### src/rtl/second_chance_page_victim_defines.svh
// Assertion macros used by the page victim RTL
`ifndef SECOND_CHANCE_PAGE_VICTIM_DEFINES_SVH
`define SECOND_CHANCE_PAGE_VICTIM_DEFINES_SVH

// Check a condition at every clock edge outside reset
`define SCPV_ASSERT_ALWAYS(lbl, clk, rst_n, cond, msg) \
    lbl: assert property (@(posedge clk) disable iff (!rst_n) (cond)) else $error(msg);

// Check that a condition implies another in the same cycle
`define SCPV_ASSERT_IMPL(lbl, clk, rst_n, ante, cons, msg) \
    lbl: assert property (@(posedge clk) disable iff (!rst_n) (ante) |-> (cons)) \
        else $error(msg);

`endif

### src/rtl/scpv_pkg.sv
package scpv_pkg;

    // Request kind carried with each input item
    typedef logic t_mode;

    localparam t_mode MODE_INSERT = 1'b0;
    localparam t_mode MODE_VICTIM = 1'b1;

endpackage

### src/rtl/scpv_req_if.sv
interface scpv_req_if #(
    parameter int PAGE_BITS = 20
) ();
    import scpv_pkg::*;

    logic                 valid;
    logic                 ready;
    t_mode                mode;
    logic [PAGE_BITS-1:0] page_number;

    modport source (output valid, output mode, output page_number, input ready);
    modport sink   (input valid, input mode, input page_number, output ready);
endinterface

### src/rtl/scpv_rsp_if.sv
interface scpv_rsp_if #(
    parameter int PAGE_BITS = 20
) ();
    logic                 valid;
    logic                 ready;
    logic                 victim_found;
    logic [PAGE_BITS-1:0] victim_page;
    logic                 list_full;

    modport source (output valid, output victim_found, output victim_page,
                    output list_full, input ready);
    modport sink   (input valid, input victim_found, input victim_page,
                    input list_full, output ready);
endinterface

### src/rtl/second_chance_page_victim.sv
// Channel  Dir  Payload                                  Accepted when
// i_req    in   mode, page_number                        valid && ready
// o_rsp    out  victim_found, victim_page, list_full     valid && ready
//
// Insert, or a victim request that removes nothing: after acceptance, EXEC, then DONE
// loads the output register. Victim: EXEC, then SHIFT captures the victim page and
// compacts the page memory one entry per cycle (read i+1, write i), then DONE.
// A new item is accepted from the cycle after the result enters the output register.
// Reset empties the list and clears all visited marks at once.
// The output register holds a result until taken; meanwhile the block keeps working but waits in DONE until it is free.
`include "second_chance_page_victim_defines.svh"

module second_chance_page_victim #(
    parameter int NUM_FRAMES = 16,
    parameter int PAGE_BITS  = 20
) (
    input  logic      i_clk,
    input  logic      i_rst_n,
    scpv_req_if.sink  i_req,
    scpv_rsp_if.source o_rsp
);
    import scpv_pkg::*;

    localparam int IW = $clog2(NUM_FRAMES);
    localparam int CW = $clog2(NUM_FRAMES + 1);

    localparam logic [1:0] ST_IDLE  = 2'd0;
    localparam logic [1:0] ST_EXEC  = 2'd1;
    localparam logic [1:0] ST_SHIFT = 2'd2;
    localparam logic [1:0] ST_DONE  = 2'd3;

    // Control state
    logic [1:0]            r_state,     n_state;
    logic [CW-1:0]         r_count,     n_count;
    logic [NUM_FRAMES-1:0] r_marks,     n_marks;
    logic                  r_out_valid, n_out_valid;

    // Working and payload state
    t_mode                 r_mode,      n_mode;
    logic [PAGE_BITS-1:0]  r_page,      n_page;
    logic                  r_first,     n_first;
    logic [IW-1:0]         r_rd_addr,   n_rd_addr;
    logic [CW-1:0]         r_rd_next,   n_rd_next;
    logic [CW-1:0]         r_end,       n_end;
    logic                  r_res_found, n_res_found;
    logic [PAGE_BITS-1:0]  r_res_page,  n_res_page;
    logic                  r_res_full,  n_res_full;
    logic                  r_out_found, n_out_found;
    logic [PAGE_BITS-1:0]  r_out_page,  n_out_page;
    logic                  r_out_full,  n_out_full;

    // Page memory access
    logic                  s_wr_en;
    logic [IW-1:0]         s_wr_addr;
    logic [PAGE_BITS-1:0]  s_wr_data;
    logic                  s_rd_en;
    logic [IW-1:0]         s_rd_addr;
    logic [PAGE_BITS-1:0]  s_rd_data;

    // Victim search
    logic [NUM_FRAMES-1:0] s_live;
    logic [NUM_FRAMES-1:0] s_marks_down;
    logic [NUM_FRAMES-1:0] s_marks_kept;
    logic                  s_vic_found;
    logic [IW-1:0]         s_vic_idx;

    scpv_page_ram #(
        .DEPTH (NUM_FRAMES),
        .WIDTH (PAGE_BITS)
    ) u_page_ram (
        .i_clk     (i_clk),
        .i_wr_en   (s_wr_en),
        .i_wr_addr (s_wr_addr),
        .i_wr_data (s_wr_data),
        .i_rd_en   (s_rd_en),
        .i_rd_addr (s_rd_addr),
        .o_rd_data (s_rd_data)
    );

    // Find the oldest live entry without a mark; build the compacted marks
    always_comb begin
        s_vic_found  = 1'b0;
        s_vic_idx    = '0;
        s_marks_down = r_marks >> 1;
        for (int j = 0; j < NUM_FRAMES; j++) begin
            s_live[j] = (CW'(j) < r_count);
        end
        for (int j = NUM_FRAMES - 1; j >= 0; j--) begin
            if (s_live[j] && !r_marks[j]) begin
                s_vic_found = 1'b1;
                s_vic_idx   = IW'(j);
            end
        end
        // Entries older than the victim were all marked and are now clear
        for (int j = 0; j < NUM_FRAMES; j++) begin
            s_marks_kept[j] = (IW'(j) >= s_vic_idx) ? s_marks_down[j] : 1'b0;
        end
    end

    // Sequencer
    always_comb begin
        n_state     = r_state;
        n_count     = r_count;
        n_marks     = r_marks;
        n_mode      = r_mode;
        n_page      = r_page;
        n_first     = r_first;
        n_rd_addr   = r_rd_addr;
        n_rd_next   = r_rd_next;
        n_end       = r_end;
        n_res_found = r_res_found;
        n_res_page  = r_res_page;
        n_res_full  = r_res_full;
        n_out_found = r_out_found;
        n_out_page  = r_out_page;
        n_out_full  = r_out_full;
        n_out_valid = r_out_valid && !o_rsp.ready;
        s_wr_en     = 1'b0;
        s_wr_addr   = '0;
        s_wr_data   = r_page;
        s_rd_en     = 1'b0;
        s_rd_addr   = '0;

        case (r_state)
            ST_IDLE: begin
                // Take the next item
                if (i_req.valid) begin
                    n_mode  = i_req.mode;
                    n_page  = i_req.page_number;
                    n_state = ST_EXEC;
                end
            end
            ST_EXEC: begin
                n_res_found = 1'b0;
                n_res_page  = '0;
                n_res_full  = 1'b0;
                n_state     = ST_DONE;
                if (r_mode == MODE_INSERT) begin
                    // Append at the newest end, or drop when full
                    if (r_count == CW'(NUM_FRAMES)) begin
                        n_res_full = 1'b1;
                    end else begin
                        s_wr_en                    = 1'b1;
                        s_wr_addr                  = r_count[IW-1:0];
                        s_wr_data                  = r_page;
                        n_marks[r_count[IW-1:0]]   = 1'b1;
                        n_count                    = r_count + CW'(1);
                    end
                end else if (!s_vic_found) begin
                    // Every entry got its second chance
                    n_marks = '0;
                end else begin
                    // Remove the victim and start reading from its slot
                    n_res_found = 1'b1;
                    n_marks     = s_marks_kept;
                    n_count     = r_count - CW'(1);
                    s_rd_en     = 1'b1;
                    s_rd_addr   = s_vic_idx;
                    n_rd_addr   = s_vic_idx;
                    n_rd_next   = CW'(s_vic_idx) + CW'(1);
                    n_end       = r_count;
                    n_first     = 1'b1;
                    n_state     = ST_SHIFT;
                end
            end
            ST_SHIFT: begin
                // Capture the victim page, then move each newer page down one slot
                if (r_first) begin
                    n_res_page = s_rd_data;
                    n_first    = 1'b0;
                end else begin
                    s_wr_en   = 1'b1;
                    s_wr_addr = r_rd_addr - IW'(1);
                    s_wr_data = s_rd_data;
                end
                if (r_rd_next < r_end) begin
                    s_rd_en   = 1'b1;
                    s_rd_addr = r_rd_next[IW-1:0];
                    n_rd_addr = r_rd_next[IW-1:0];
                    n_rd_next = r_rd_next + CW'(1);
                end else begin
                    n_state = ST_DONE;
                end
            end
            ST_DONE: begin
                // Hand the result to the output register once it is free
                if (!r_out_valid || o_rsp.ready) begin
                    n_out_valid = 1'b1;
                    n_out_found = r_res_found;
                    n_out_page  = r_res_page;
                    n_out_full  = r_res_full;
                    n_state     = ST_IDLE;
                end
            end
            default: begin
                n_state = ST_IDLE;
            end
        endcase
    end

    // Control registers
    always_ff @(posedge i_clk) begin
        if (!i_rst_n) begin
            r_state     <= ST_IDLE;
            r_count     <= '0;
            r_marks     <= '0;
            r_out_valid <= 1'b0;
        end else begin
            r_state     <= n_state;
            r_count     <= n_count;
            r_marks     <= n_marks;
            r_out_valid <= n_out_valid;
        end
    end

    // Working and payload registers
    always_ff @(posedge i_clk) begin
        r_mode      <= n_mode;
        r_page      <= n_page;
        r_first     <= n_first;
        r_rd_addr   <= n_rd_addr;
        r_rd_next   <= n_rd_next;
        r_end       <= n_end;
        r_res_found <= n_res_found;
        r_res_page  <= n_res_page;
        r_res_full  <= n_res_full;
        r_out_found <= n_out_found;
        r_out_page  <= n_out_page;
        r_out_full  <= n_out_full;
    end

    assign i_req.ready        = (r_state == ST_IDLE);
    assign o_rsp.valid        = r_out_valid;
    assign o_rsp.victim_found = r_out_found;
    assign o_rsp.victim_page  = r_out_page;
    assign o_rsp.list_full    = r_out_full;

    `SCPV_ASSERT_ALWAYS(a_count_bound, i_clk, i_rst_n, r_count <= CW'(NUM_FRAMES), "entry count above capacity")
    `SCPV_ASSERT_ALWAYS(a_marks_live, i_clk, i_rst_n, (r_marks & ~s_live) == '0, "mark set on empty slot")
    `SCPV_ASSERT_IMPL(a_found_xor_full, i_clk, i_rst_n, o_rsp.valid, !(o_rsp.victim_found && o_rsp.list_full), "victim and full flags together")
    `SCPV_ASSERT_IMPL(a_page_zero, i_clk, i_rst_n, o_rsp.valid && !o_rsp.victim_found, o_rsp.victim_page == '0, "page set without victim")

endmodule

### src/rtl/scpv_page_ram.sv
module scpv_page_ram #(
    parameter int DEPTH = 16,
    parameter int WIDTH = 20
) (
    input  logic                     i_clk,
    input  logic                     i_wr_en,
    input  logic [$clog2(DEPTH)-1:0] i_wr_addr,
    input  logic [WIDTH-1:0]         i_wr_data,
    input  logic                     i_rd_en,
    input  logic [$clog2(DEPTH)-1:0] i_rd_addr,
    output logic [WIDTH-1:0]         o_rd_data
);

    logic [WIDTH-1:0] r_mem [DEPTH];
    logic [WIDTH-1:0] r_rd_data;

    // Write one entry
    always_ff @(posedge i_clk) begin
        if (i_wr_en) begin
            r_mem[i_wr_addr] <= i_wr_data;
        end
    end

    // Read one entry, data valid the next cycle
    always_ff @(posedge i_clk) begin
        if (i_rd_en) begin
            r_rd_data <= r_mem[i_rd_addr];
        end
    end

    assign o_rd_data = r_rd_data;

endmodule
### src/flat_wrapper.sv
// flat-port wrapper written by rule: the top's interface ports become plain ports
module second_chance_page_victim_flat import scpv_pkg::*;
#(
    parameter int NUM_FRAMES = 16,
    parameter int PAGE_BITS  = 20
)
  (i_clk, i_rst_n, i_req_valid, i_req_mode, i_req_page_number, i_req_ready, o_rsp_valid, o_rsp_victim_found, o_rsp_victim_page, o_rsp_list_full, o_rsp_ready);
  scpv_req_if #(.PAGE_BITS(PAGE_BITS)) i_req_i ();
  scpv_rsp_if #(.PAGE_BITS(PAGE_BITS)) o_rsp_i ();
  input  logic i_clk;
  input  logic i_rst_n;
  input wire logic [$bits(i_req_i.valid)-1:0] i_req_valid;
  input wire logic [$bits(i_req_i.mode)-1:0] i_req_mode;
  input wire logic [$bits(i_req_i.page_number)-1:0] i_req_page_number;
  output wire logic [$bits(i_req_i.ready)-1:0] i_req_ready;
  output wire logic [$bits(o_rsp_i.valid)-1:0] o_rsp_valid;
  output wire logic [$bits(o_rsp_i.victim_found)-1:0] o_rsp_victim_found;
  output wire logic [$bits(o_rsp_i.victim_page)-1:0] o_rsp_victim_page;
  output wire logic [$bits(o_rsp_i.list_full)-1:0] o_rsp_list_full;
  input wire logic [$bits(o_rsp_i.ready)-1:0] o_rsp_ready;
  assign i_req_i.valid = i_req_valid;
  assign i_req_i.mode = i_req_mode;
  assign i_req_i.page_number = i_req_page_number;
  assign i_req_ready = i_req_i.ready;
  assign o_rsp_valid = o_rsp_i.valid;
  assign o_rsp_victim_found = o_rsp_i.victim_found;
  assign o_rsp_victim_page = o_rsp_i.victim_page;
  assign o_rsp_list_full = o_rsp_i.list_full;
  assign o_rsp_i.ready = o_rsp_ready;
  second_chance_page_victim #(.NUM_FRAMES(NUM_FRAMES), .PAGE_BITS(PAGE_BITS)) u_core (.i_clk(i_clk), .i_rst_n(i_rst_n), .i_req(i_req_i), .o_rsp(o_rsp_i));
endmodule
### config.mk
export PLATFORM = sky130hd
export DESIGN_NAME = second_chance_page_victim_flat
export DESIGN_NICKNAME = d
export VERILOG_FILES = /design/src/rtl/scpv_pkg.sv /design/src/rtl/scpv_req_if.sv /design/src/rtl/scpv_rsp_if.sv /design/src/rtl/second_chance_page_victim.sv /design/src/rtl/scpv_page_ram.sv /design/src/flat_wrapper.sv
export VERILOG_INCLUDE_DIRS = /design/src /design/src/rtl
export SDC_FILE = /design/constraint.sdc
export NUM_CORES = 1
export LEC_CHECK = 0
export BUFFER_PORTS_ARGS = -buffer_cell sky130_fd_sc_hd__buf_2
export CORE_MARGIN = 3
export CORE_UTILIZATION = 59
export CTS_CLUSTER_DIAMETER = 150
export DETAILED_ROUTE_END_ITERATION = 10
export GPL_TIMING_DRIVEN = 0
export HOLD_SLACK_MARGIN = 0.06
export PLACE_DENSITY = 0.76
export SETUP_SLACK_MARGIN = 0.05
export SLEW_MARGIN = 20
export SYNTH_ARGS = -nofsm -noshare
export SYNTH_HDL_FRONTEND = slang
export SYNTH_SLANG_ARGS = --single-unit
### constraint.sdc
create_clock -name i_clk -period 4.85 [get_ports i_clk]
set_input_delay 0.97 -clock i_clk [delete_from_list [all_inputs] [get_ports i_clk]]
set_output_delay 0.97 -clock i_clk [all_outputs]
set_load 0.01 [all_outputs]
==> flow_summary.html, run 1 <==
<table>
<tr><th>Metric</th><th>Value</th></tr>
<tr><th colspan="2">Run status</th></tr>
<tr><td>Run status</td><td>complete, no violations</td></tr>
<tr><th colspan="2">Layout</th></tr>
<tr><td>Final Util</td><td>67.4%</td></tr>
<tr><td>Layout cells sized above 1</td><td>roughly 15%</td></tr>
<tr><td>N_diodes</td><td>0</td></tr>
<tr><td>Nets@finish</td><td>1486</td></tr>
<tr><td>Area delta synth-&gt;final</td><td>12.3%</td></tr>
<tr><td>Final design instance area without fill</td><td>between 0.02 and 0.025 sq mm</td></tr>
<tr><th colspan="2">Route</th></tr>
<tr><td>Total detailed-routing wirelength</td><td>approximately 47000 um</td></tr>
<tr><td>First drt pass iteration count</td><td>7</td></tr>
<tr><td>Antenna viol nets, final</td><td>0</td></tr>
<tr><td>Detailed Route Iter0 Violations</td><td>around 1400</td></tr>
<tr><td>Average routed wire per standard cell</td><td>~25 um</td></tr>
<tr><td>Vias per cell</td><td>about 6.4</td></tr>
<tr><td>DRC violation count after routing</td><td>0</td></tr>
<tr><td>Routed via count</td><td>around 12000</td></tr>
<tr><th colspan="2">Critical path</th></tr>
<tr><td>Largest fanout on the critical path</td><td>10</td></tr>
<tr><td>Number of cells on the worst reg-to-reg path</td><td>13</td></tr>
<tr><td>Internal reg-to-reg setup slack</td><td>0.64 ns</td></tr>
<tr><td>Worst Setup End Kind</td><td>flip-flop</td></tr>
<tr><td>Element type at the critical path start</td><td>flip-flop</td></tr>
<tr><td>Signal arrival time at the worst endpoint</td><td>4.45 ns</td></tr>
<tr><td>Worst R2R Start</td><td>u_core.r_count[1]</td></tr>
<tr><td>Required time of the worst setup path</td><td>5.09 ns</td></tr>
<tr><td>Start-to-end type of the worst setup path</td><td>flip-flop to flip-flop</td></tr>
<tr><td>Critical R2R Capture</td><td>u_core.u_page_ram.o_rd_data[4]</td></tr>
<tr><th colspan="2">Power</th></tr>
<tr><td>Worst IR drop on VDD</td><td>roughly 0.32 mV</td></tr>
<tr><td>Share of total power in combinational logic</td><td>between 30% and 40%</td></tr>
<tr><td>Internal power</td><td>about 8.3 mW</td></tr>
<tr><td>Share of power burned in the clock network</td><td>24.6%</td></tr>
<tr><td>Part of the power in registers</td><td>around two fifths</td></tr>
<tr><td>Areal power density over the cells</td><td>620 mW/mm^2</td></tr>
<tr><td>Sw frac</td><td>37.1%</td></tr>
<tr><td>Leakage dissipation</td><td>approximately 8.0 nW</td></tr>
<tr><td>Switching power total</td><td>around 4.9 mW</td></tr>
<tr><th colspan="2">Synth</th></tr>
<tr><td>Simple-gate share of the synthesized area</td><td>about 8.7%</td></tr>
<tr><td>Most area-hungry cell type in the Yosys netlist</td><td>edfxtp_1</td></tr>
<tr><td>Number of synthesized flops with an enable pin</td><td>between 400 and 500</td></tr>
<tr><td>Post-synth top area share</td><td>66.4%</td></tr>
<tr><td>Mux contribution to synthesized area</td><td>under 10%</td></tr>
<tr><td>Sequential share of the synthesized area</td><td>69.0%</td></tr>
<tr><td>Flops &amp; latches, synth</td><td>444</td></tr>
<tr><td>Share of synthesized registers carrying an async set or reset</td><td>0%</td></tr>
<tr><td>Mean cell area of the mapped netlist</td><td>around 14 sq um</td></tr>
<tr><td>Dominant cells by area after synthesis</td><td>edfxtp_1 66%, mux2i_1 6.3%, nand2_1 2.6%, dfxtp_1 2.5%, a21oi_1 1.9%</td></tr>
<tr><td>Summed instance area of the synthesized netlist</td><td>between 0.015 and 0.02 sq mm</td></tr>
<tr><td>Largest family of logic cells by synthesized area</td><td>compound AO/OA/AOI/OAI gates</td></tr>
<tr><td>XOR/XNOR Fraction of Synth Area</td><td>less than 1%</td></tr>
<tr><td>Warnings from Yosys</td><td>0</td></tr>
<tr><td>Post-synthesis net count</td><td>roughly 1400</td></tr>
<tr><td>Adder-cell share of the synthesized area</td><td>less than 1%</td></tr>
<tr><td>Most repeated cell in the gate-level netlist after synthesis</td><td>edfxtp_1</td></tr>
<tr><td>Top post-synthesis cells by count</td><td>420 x edfxtp_1, 133 x nand2_1, 119 x mux2i_1</td></tr>
<tr><td>Main synth FF type</td><td>edfxtp_1</td></tr>
<tr><td>Synth Area in Compound Gates</td><td>~11%</td></tr>
<tr><td>Unique masters post-synth</td><td>75</td></tr>
<tr><td>Cell count after synthesis</td><td>1345</td></tr>
<tr><th colspan="2">Clocking</th></tr>
<tr><td>Latest clock arrival within the worst-skew pair</td><td>0.55 ns</td></tr>
<tr><td>CTS tree</td><td>yes</td></tr>
<tr><td>Setup Buffers After CTS</td><td>0</td></tr>
<tr><td>Number of clock sinks</td><td>between 400 and 500</td></tr>
<tr><td>H-tree lvl count</td><td>2</td></tr>
<tr><td>Number of buffers inserted during clock tree synthesis</td><td>between 40 and 50</td></tr>
<tr><td>Number of hold-repair buffers added at the cts stage</td><td>0</td></tr>
<tr><td>Clock tree root driver cell</td><td>clkbuf_16</td></tr>
<tr><td>Number of gates given a new drive strength after cts</td><td>0</td></tr>
<tr><td>Clock transition at the registers of the reported paths</td><td>around 0.06 ns</td></tr>
<tr><td>Largest buffer count on any clock path</td><td>3</td></tr>
<tr><th colspan="2">Min path</th></tr>
<tr><td>Hold path depth</td><td>0</td></tr>
<tr><td>Type of the tightest min-delay check</td><td>flip-flop to flip-flop</td></tr>
<tr><td>Hold_sp</td><td>u_core.r_res_page[6]</td></tr>
<tr><td>Capture endpoint of the worst hold path</td><td>u_core.o_rsp.victim_page[6]</td></tr>
<tr><th colspan="2">Job</th></tr>
<tr><td>Max capacitance violation total</td><td>0</td></tr>
<tr><th colspan="2">Placement</th></tr>
<tr><td>Gpl congestion</td><td>slightly above 0.9</td></tr>
<tr><td>Number of port buffers</td><td>between 40 and 50</td></tr>
<tr><td>Post-placement cell area</td><td>approximately 0.02 sq mm</td></tr>
<tr><td>Worst setup slack after placement</td><td>between 0.7 and 0.8 ns</td></tr>
<tr><td>Placed wire-length estimate</td><td>31800 um</td></tr>
<tr><th colspan="2">Timing</th></tr>
<tr><td>Post-route setup TNS</td><td>0 ns</td></tr>
<tr><td>Max-slew headroom</td><td>between 30% and 40%</td></tr>
<tr><td>Clock tree skew after final layout</td><td>between 0.02 and 0.03 ns</td></tr>
<tr><td>Number of max-slew violations in the final report</td><td>0</td></tr>
<tr><td>Least-Margin Pin Slew</td><td>between 0.9 and 1 ns</td></tr>
<tr><td>Setup repair after global routing missed its margin</td><td>false</td></tr>
<tr><td>Final Hold Vio Count</td><td>0</td></tr>
<tr><td>Period minus WS final</td><td>4.21 ns</td></tr>
<tr><td>Part of the cycle the worst path needs</td><td>between 80 and 90%</td></tr>
<tr><td># setup viols final</td><td>0</td></tr>
<tr><td>Final worst-path setup slack</td><td>roughly 0.64 ns</td></tr>
<tr><td>FMAX</td><td>~240 MHz</td></tr>
<tr><th colspan="2">Die</th></tr>
<tr><td>Starting Density</td><td>~60%</td></tr>
<tr><td>Ports</td><td>~50</td></tr>
<tr><td>Chip Height</td><td>185 um</td></tr>
<tr><td>Total die area</td><td>approximately 0.034 sq mm</td></tr>
<tr><td>DIE WIDTH</td><td>between 150 and 200 um</td></tr>
<tr><td>Core region area</td><td>approximately 0.032 sq mm</td></tr>
<tr><td>Site row count</td><td>65</td></tr>
<tr><th colspan="2">Global route</th></tr>
<tr><td>GR Util All Layers</td><td>between 20% and 30%</td></tr>
<tr><td>Initial antenna violation count</td><td>0</td></tr>
<tr><td>Vias in the first global route</td><td>~12000</td></tr>
<tr><td>Largest net degree at the start of global routing</td><td>22</td></tr>
<tr><td>Overall overflow remaining after global route</td><td>0</td></tr>
<tr><td>Global-route wire length before repair</td><td>about 71000 um</td></tr>
</table>
[stage by stage]
stage	hold slack, ns	power, mW	cells
after floorplan	0.400	8.32	1345
after global placement	0.402	9.78	1795
after detailed placement	0.405	9.91	1804
after CTS	0.419	13.1	1878
after global routing	0.430	13.8	1878
final	0.419	13.2	1878
[final cells by class]
type	instances	area [sq um]
clock inverters	19	216
inverters	59	221
multi-input cells	768	5330
flip-flops and latches	444	13100
clock buffers	55	1140
repair buffers	57	362
plain buffers	74	450
fillers	2137	10300
well taps	402	503
[registers in the layout, summed over array words and instances (netlist names)]
| register | cells |
|---|---|
| u_core.u_page_ram.r_mem | 320 |
| u_core.o_rsp.victim_page | 20 |
| u_core.r_page | 20 |
| u_core.r_res_page | 20 |
| u_core.u_page_ram.o_rd_data | 20 |
| u_core.r_marks | 16 |
| u_core.r_count | 5 |
| u_core.r_end | 5 |
| u_core.r_rd_next | 5 |
| u_core.r_rd_addr | 4 |
| u_core.r_state | 2 |
| u_core.o_rsp.list_full | 1 |
| u_core.o_rsp.valid | 1 |
| u_core.o_rsp.victim_found | 1 |
| u_core.r_first | 1 |
| u_core.r_mode | 1 |
| u_core.r_res_found | 1 |
| u_core.r_res_full | 1 |
[worst max-delay path, stage by stage, from the launching register on]
cell and delay (ns):
dfxtp_1 0.42, buf_4 0.24, inv_1 0.11, ha_1 0.38
o211ai_1 0.21, a31oi_4 0.38, a41oi_4 0.28, a31oi_4 0.31
buf_6 0.23, buf_4 0.23, clkbuf_1 0.52, a21oi_1 0.21
o211ai_1 0.22, nand3_1 0.17
[cell families after synthesis]
group | after synthesis
flops | 444
simple gates | 351
compound gates | 273
buf+inv | 133
mux | 122
fa+ha+maj | 14
xor+xnor | 8
[power by group through the flow]
| stage | logic (mW) | registers, mW | clock network (mW) |
|---|---|---|---|
| after global placement | 4.51 | 5.27 | 0 |
| after CTS | 4.67 | 5.20 | 3.27 |
| after global routing | 5.10 | 5.24 | 3.44 |
| after floorplan | 3.13 | 5.19 | 0 |
| after detailed placement | 4.64 | 5.28 | 0 |
| final | 4.76 | 5.20 | 3.26 |
[cells in the final DEF (no fill, tap or decap), drive strengths merged, types with 44 or more instances in the layout]
cell type,count
nand2,134
nor2,59
a21oi,75
inv,58
mux2i,119
o211ai,44
clkbuf,85
nor3,50
edfxtp,420
buf,101
[metal layers]
layer	up-vias	wire, um	global-route usage (%)
met5	-	0	0
met4	0	1390	8.94
met3	114	4280	5.11
met2	647	22000	44.0
met1	5887	19200	39.1
li1	5298	-	-
[how the worst max path moves through the flow]
| stage | startpoint | to | slack [ns] |
|---|---|---|---|
| 3_5_place_dp | u_core.r_count[1] | u_core.u_page_ram.o_rd_data[11] | 0.70 |
| 2_1_floorplan | u_core.r_count[2] | u_core.u_page_ram.r_mem[0][0] | 1.35 |
| 6_report | u_core.r_count[1] | u_core.u_page_ram.o_rd_data[4] | 0.64 |
| 5_1_grt | u_core.r_count[1] | u_core.u_page_ram.o_rd_data[16] | 0.36 |
| 3_3_place_gp | u_core.r_count[1] | u_core.u_page_ram.r_mem[0][11] | -0.07 |
| 4_1_cts | u_core.r_count[1] | u_core.u_page_ram.o_rd_data[11] | 0.70 |
Note: power is estimated with default switching activity, not from simulation.
==> run 2: changes to the inputs <==
--- a/config.mk
+++ b/config.mk
@@ -6,14 +6,14 @@
 export SDC_FILE = /design/constraint.sdc
 export NUM_CORES = 1
 export LEC_CHECK = 0
-export BUFFER_PORTS_ARGS = -buffer_cell sky130_fd_sc_hd__buf_2
 export CORE_MARGIN = 3
 export CORE_UTILIZATION = 59
 export CTS_CLUSTER_DIAMETER = 150
 export DETAILED_ROUTE_END_ITERATION = 10
+export DONT_BUFFER_PORTS = 1
 export GPL_TIMING_DRIVEN = 0
 export HOLD_SLACK_MARGIN = 0.06
-export PLACE_DENSITY = 0.76
+export PLACE_DENSITY = 0.75
 export SETUP_SLACK_MARGIN = 0.05
 export SLEW_MARGIN = 20
 export SYNTH_ARGS = -nofsm -noshare
==> run 2 against run 1 <==
Effect of this change: sequential power barely moved; wire length decreased by 3.6%; global-route usage shrank 1.2 points; clock-buffer cell count down 2; via count down 3.2%; setup slack lost 0.023 ns; sequential cell count unchanged; sequential share of layout area is 0.49 points higher; largest cell class unchanged.
==> flow_summary.html, run 2 (synthesis gave the netlist of run 1 again) <==
<table>
<tr><th>Metric</th><th>Value</th></tr>
<tr><th colspan="2">Run status</th></tr>
<tr><td>Run status</td><td>complete, no violations</td></tr>
<tr><th colspan="2">Die</th></tr>
<tr><td>Core region area</td><td>between 0.03 and 0.04 sq mm</td></tr>
<tr><td>Starting Density</td><td>about 60%</td></tr>
<tr><td>Ports</td><td>roughly 50</td></tr>
<tr><td>Chip Height</td><td>between 150 and 200 um</td></tr>
<tr><td>DIE WIDTH</td><td>185 um</td></tr>
<tr><td>Site row count</td><td>65</td></tr>
<tr><td>Total die area</td><td>between 0.03 and 0.04 sq mm</td></tr>
<tr><th colspan="2">Critical path</th></tr>
<tr><td>Element type at the critical path start</td><td>flip-flop</td></tr>
<tr><td>Worst R2R Start</td><td>u_core.r_count[1]</td></tr>
<tr><td>Timing startpoint of the critical path</td><td>u_core.r_count[1]</td></tr>
<tr><td>Required time of the worst setup path</td><td>5.22 ns</td></tr>
<tr><td>Worst stage delay on the critical path</td><td>approximately 0.61 ns</td></tr>
<tr><td>Termination of the worst setup path</td><td>u_core.u_page_ram.o_rd_data[13]</td></tr>
<tr><td>Slowest CP cell</td><td>a221oi_1</td></tr>
<tr><td>Critical Path, Cell by Cell</td><td>buf_4, inv_1, ha_1, o211ai_1, a31oi_4, a41oi_4, a32o_1, o21ai_1, buf_2, a221oi_1, o21ai_0, nand3_1</td></tr>
<tr><td>Critical R2R Capture</td><td>u_core.u_page_ram.o_rd_data[13]</td></tr>
<tr><td>Signal arrival time at the worst endpoint</td><td>approximately 4.6 ns</td></tr>
<tr><td>Number of cells on the worst reg-to-reg path</td><td>12</td></tr>
<tr><td>Internal reg-to-reg setup slack</td><td>around 0.62 ns</td></tr>
<tr><td>Worst Setup End Kind</td><td>flip-flop</td></tr>
<tr><td>Largest fanout on the critical path</td><td>10</td></tr>
<tr><td>Start-to-end type of the worst setup path</td><td>flip-flop to flip-flop</td></tr>
<tr><th colspan="2">Timing</th></tr>
<tr><td>Max-slew headroom</td><td>about two fifths</td></tr>
<tr><td>FMAX</td><td>236 MHz</td></tr>
<tr><td>Part of the cycle the worst path needs</td><td>~87%</td></tr>
<tr><td>Clock tree skew after final layout</td><td>0.0188 ns</td></tr>
<tr><td>Period minus WS final</td><td>between 4 and 5 ns</td></tr>
<tr><td>Number of max-slew violations in the final report</td><td>0</td></tr>
<tr><td>Final Hold Vio Count</td><td>0</td></tr>
<tr><td># setup viols final</td><td>0</td></tr>
<tr><td>Least-Margin Pin Slew</td><td>between 0.8 and 0.9 ns</td></tr>
<tr><td>Setup repair after global routing missed its margin</td><td>false</td></tr>
<tr><th colspan="2">Power</th></tr>
<tr><td>Leakage dissipation</td><td>slightly below 8 nW</td></tr>
<tr><td>Areal power density over the cells</td><td>roughly 630 mW/mm^2</td></tr>
<tr><td>Worst IR drop on VDD</td><td>approximately 0.33 mV</td></tr>
<tr><td>Overall power consumption</td><td>about 13 mW</td></tr>
<tr><th colspan="2">Placement</th></tr>
<tr><td>Number of port buffers</td><td>0</td></tr>
<tr><td>Gpl congestion</td><td>a little over 0.9</td></tr>
<tr><td>Placed wire-length estimate</td><td>between 30000 and 40000 um</td></tr>
<tr><td>Post-placement cell area</td><td>0.0197 sq mm</td></tr>
<tr><th colspan="2">Global route</th></tr>
<tr><td>Initial antenna violation count</td><td>0</td></tr>
<tr><td>Global-route wire length before repair</td><td>67600 um</td></tr>
<tr><td>Overall overflow remaining after global route</td><td>0</td></tr>
<tr><td>Vias in the first global route</td><td>between 10000 and 15000</td></tr>
<tr><td>GR Util All Layers</td><td>about a quarter</td></tr>
<tr><td>Largest net degree at the start of global routing</td><td>22</td></tr>
<tr><th colspan="2">Layout</th></tr>
<tr><td>Layout cells sized above 1</td><td>12.4%</td></tr>
<tr><td>N_diodes</td><td>0</td></tr>
<tr><td>Flip-flop count of the largest register after layout</td><td>between 300 and 400</td></tr>
<tr><td>Register name with the most flops</td><td>u_core.u_page_ram.r_mem</td></tr>
<tr><td>Nets@finish</td><td>around 1400</td></tr>
<tr><td>Most common cell after layout, fill and taps aside</td><td>edfxtp_1</td></tr>
<tr><td>Final design instance area without fill</td><td>approximately 0.021 sq mm</td></tr>
<tr><td>Commonest non-fill, non-tap cells in the layout</td><td>420 x edfxtp_1, 133 x nand2_1, 119 x mux2i_1</td></tr>
<tr><td>Area delta synth-&gt;final</td><td>11.4%</td></tr>
<tr><td>Final Util</td><td>66.8%</td></tr>
<tr><th colspan="2">Route</th></tr>
<tr><td>Detailed Route Iter0 Violations</td><td>around 1400</td></tr>
<tr><td>Vias per cell</td><td>~6.3</td></tr>
<tr><td>Total detailed-routing wirelength</td><td>~45000 um</td></tr>
<tr><td>Antenna viol nets, final</td><td>0</td></tr>
<tr><td>DRC violation count after routing</td><td>0</td></tr>
<tr><td>Routed via count</td><td>11600</td></tr>
<tr><td>First drt pass iteration count</td><td>5</td></tr>
<tr><td>Average routed wire per standard cell</td><td>roughly 25 um</td></tr>
<tr><th colspan="2">Clocking</th></tr>
<tr><td>Number of clock sinks</td><td>between 400 and 500</td></tr>
<tr><td>Clock tree root driver cell</td><td>clkbuf_16</td></tr>
<tr><td>Latest clock arrival within the worst-skew pair</td><td>roughly 0.55 ns</td></tr>
<tr><td>H-tree lvl count</td><td>2</td></tr>
<tr><td>CTS tree</td><td>yes</td></tr>
<tr><td>Setup Buffers After CTS</td><td>0</td></tr>
<tr><td>Clock transition at the registers of the reported paths</td><td>about 0.06 ns</td></tr>
<tr><td>Largest buffer count on any clock path</td><td>3</td></tr>
<tr><td>Number of buffers inserted during clock tree synthesis</td><td>44</td></tr>
<tr><td>Number of gates given a new drive strength after cts</td><td>0</td></tr>
<tr><td>Number of hold-repair buffers added at the cts stage</td><td>0</td></tr>
<tr><th colspan="2">Min path</th></tr>
<tr><td>Hold path depth</td><td>0</td></tr>
<tr><td>Type of the tightest min-delay check</td><td>flip-flop to flip-flop</td></tr>
<tr><th colspan="2">Job</th></tr>
<tr><td>Max capacitance violation total</td><td>0</td></tr>
</table>
==> run 2: final cells by class <==
type	count	area, sq um
flip-flops and latches	444	13100
fillers	2135	10500
multi-input cells	768	5330
clock buffers	53	1160
well taps	402	503
plain buffers	74	450
clock inverters	28	297
inverters	59	221
repair buffers	8	97.6
==> run 2: worst min-delay path by stage <==
stage                                     start                      endpoint  slack (ns)
after floorplan               u_core.r_res_full        u_core.o_rsp.list_full        0.40
after global placement    u_core.r_res_page[14]  u_core.o_rsp.victim_page[14]        0.40
after detailed placement  u_core.r_res_page[12]  u_core.o_rsp.victim_page[12]        0.40
after CTS                     u_core.r_res_full        u_core.o_rsp.list_full        0.42
after global routing       u_core.r_res_page[3]   u_core.o_rsp.victim_page[3]        0.43
final                      u_core.r_res_page[8]   u_core.o_rsp.victim_page[8]        0.42
==> run 2: where the power goes <==
part | total, mW | leakage, nW | switching (mW) | internal, mW
Sequential | 5.21 | 4.01 | 0.206 | 5.01
Combinational | 4.68 | 3.09 | 3.27 | 1.40
Clock | 3.41 | 0.707 | 1.39 | 2.02
Total | 13.3 | 7.81 | 4.87 | 8.44
==> run 2: through the flow <==
stage | hold WS (ns) | setup TNS [ns] | std cells | setup WS [ns]
after CTS | 0.419 | 0 | 1836 | 0.687
after floorplan | 0.400 | 0 | 1345 | 1.35
after global routing | 0.430 | 0 | 1836 | 0.289
after global placement | 0.403 | -0.809 | 1747 | -0.0420
final | 0.420 | 0 | 1836 | 0.617
after detailed placement | 0.405 | 0 | 1755 | 0.684
==> run 2: routing by layer <==
metal	up-vias	track usage, %	routed length [um]
met5	-	0	0
met2	580	40.9	20900
met1	5666	38.5	18800
met3	86	4.95	4200
li1	5228	-	-
met4	0	8.49	1280
==> run 2: worst max-delay path, delay by kind of cell (launching register included) <==
| kind | cells | cell delay (ns) |
|---|---|---|
| simple gates | 1 | 0.21 |
| flops | 1 | 0.54 |
| compound gates | 7 | 2.36 |
| buf+inv | 3 | 0.63 |
| fa+ha+maj | 1 | 0.31 |
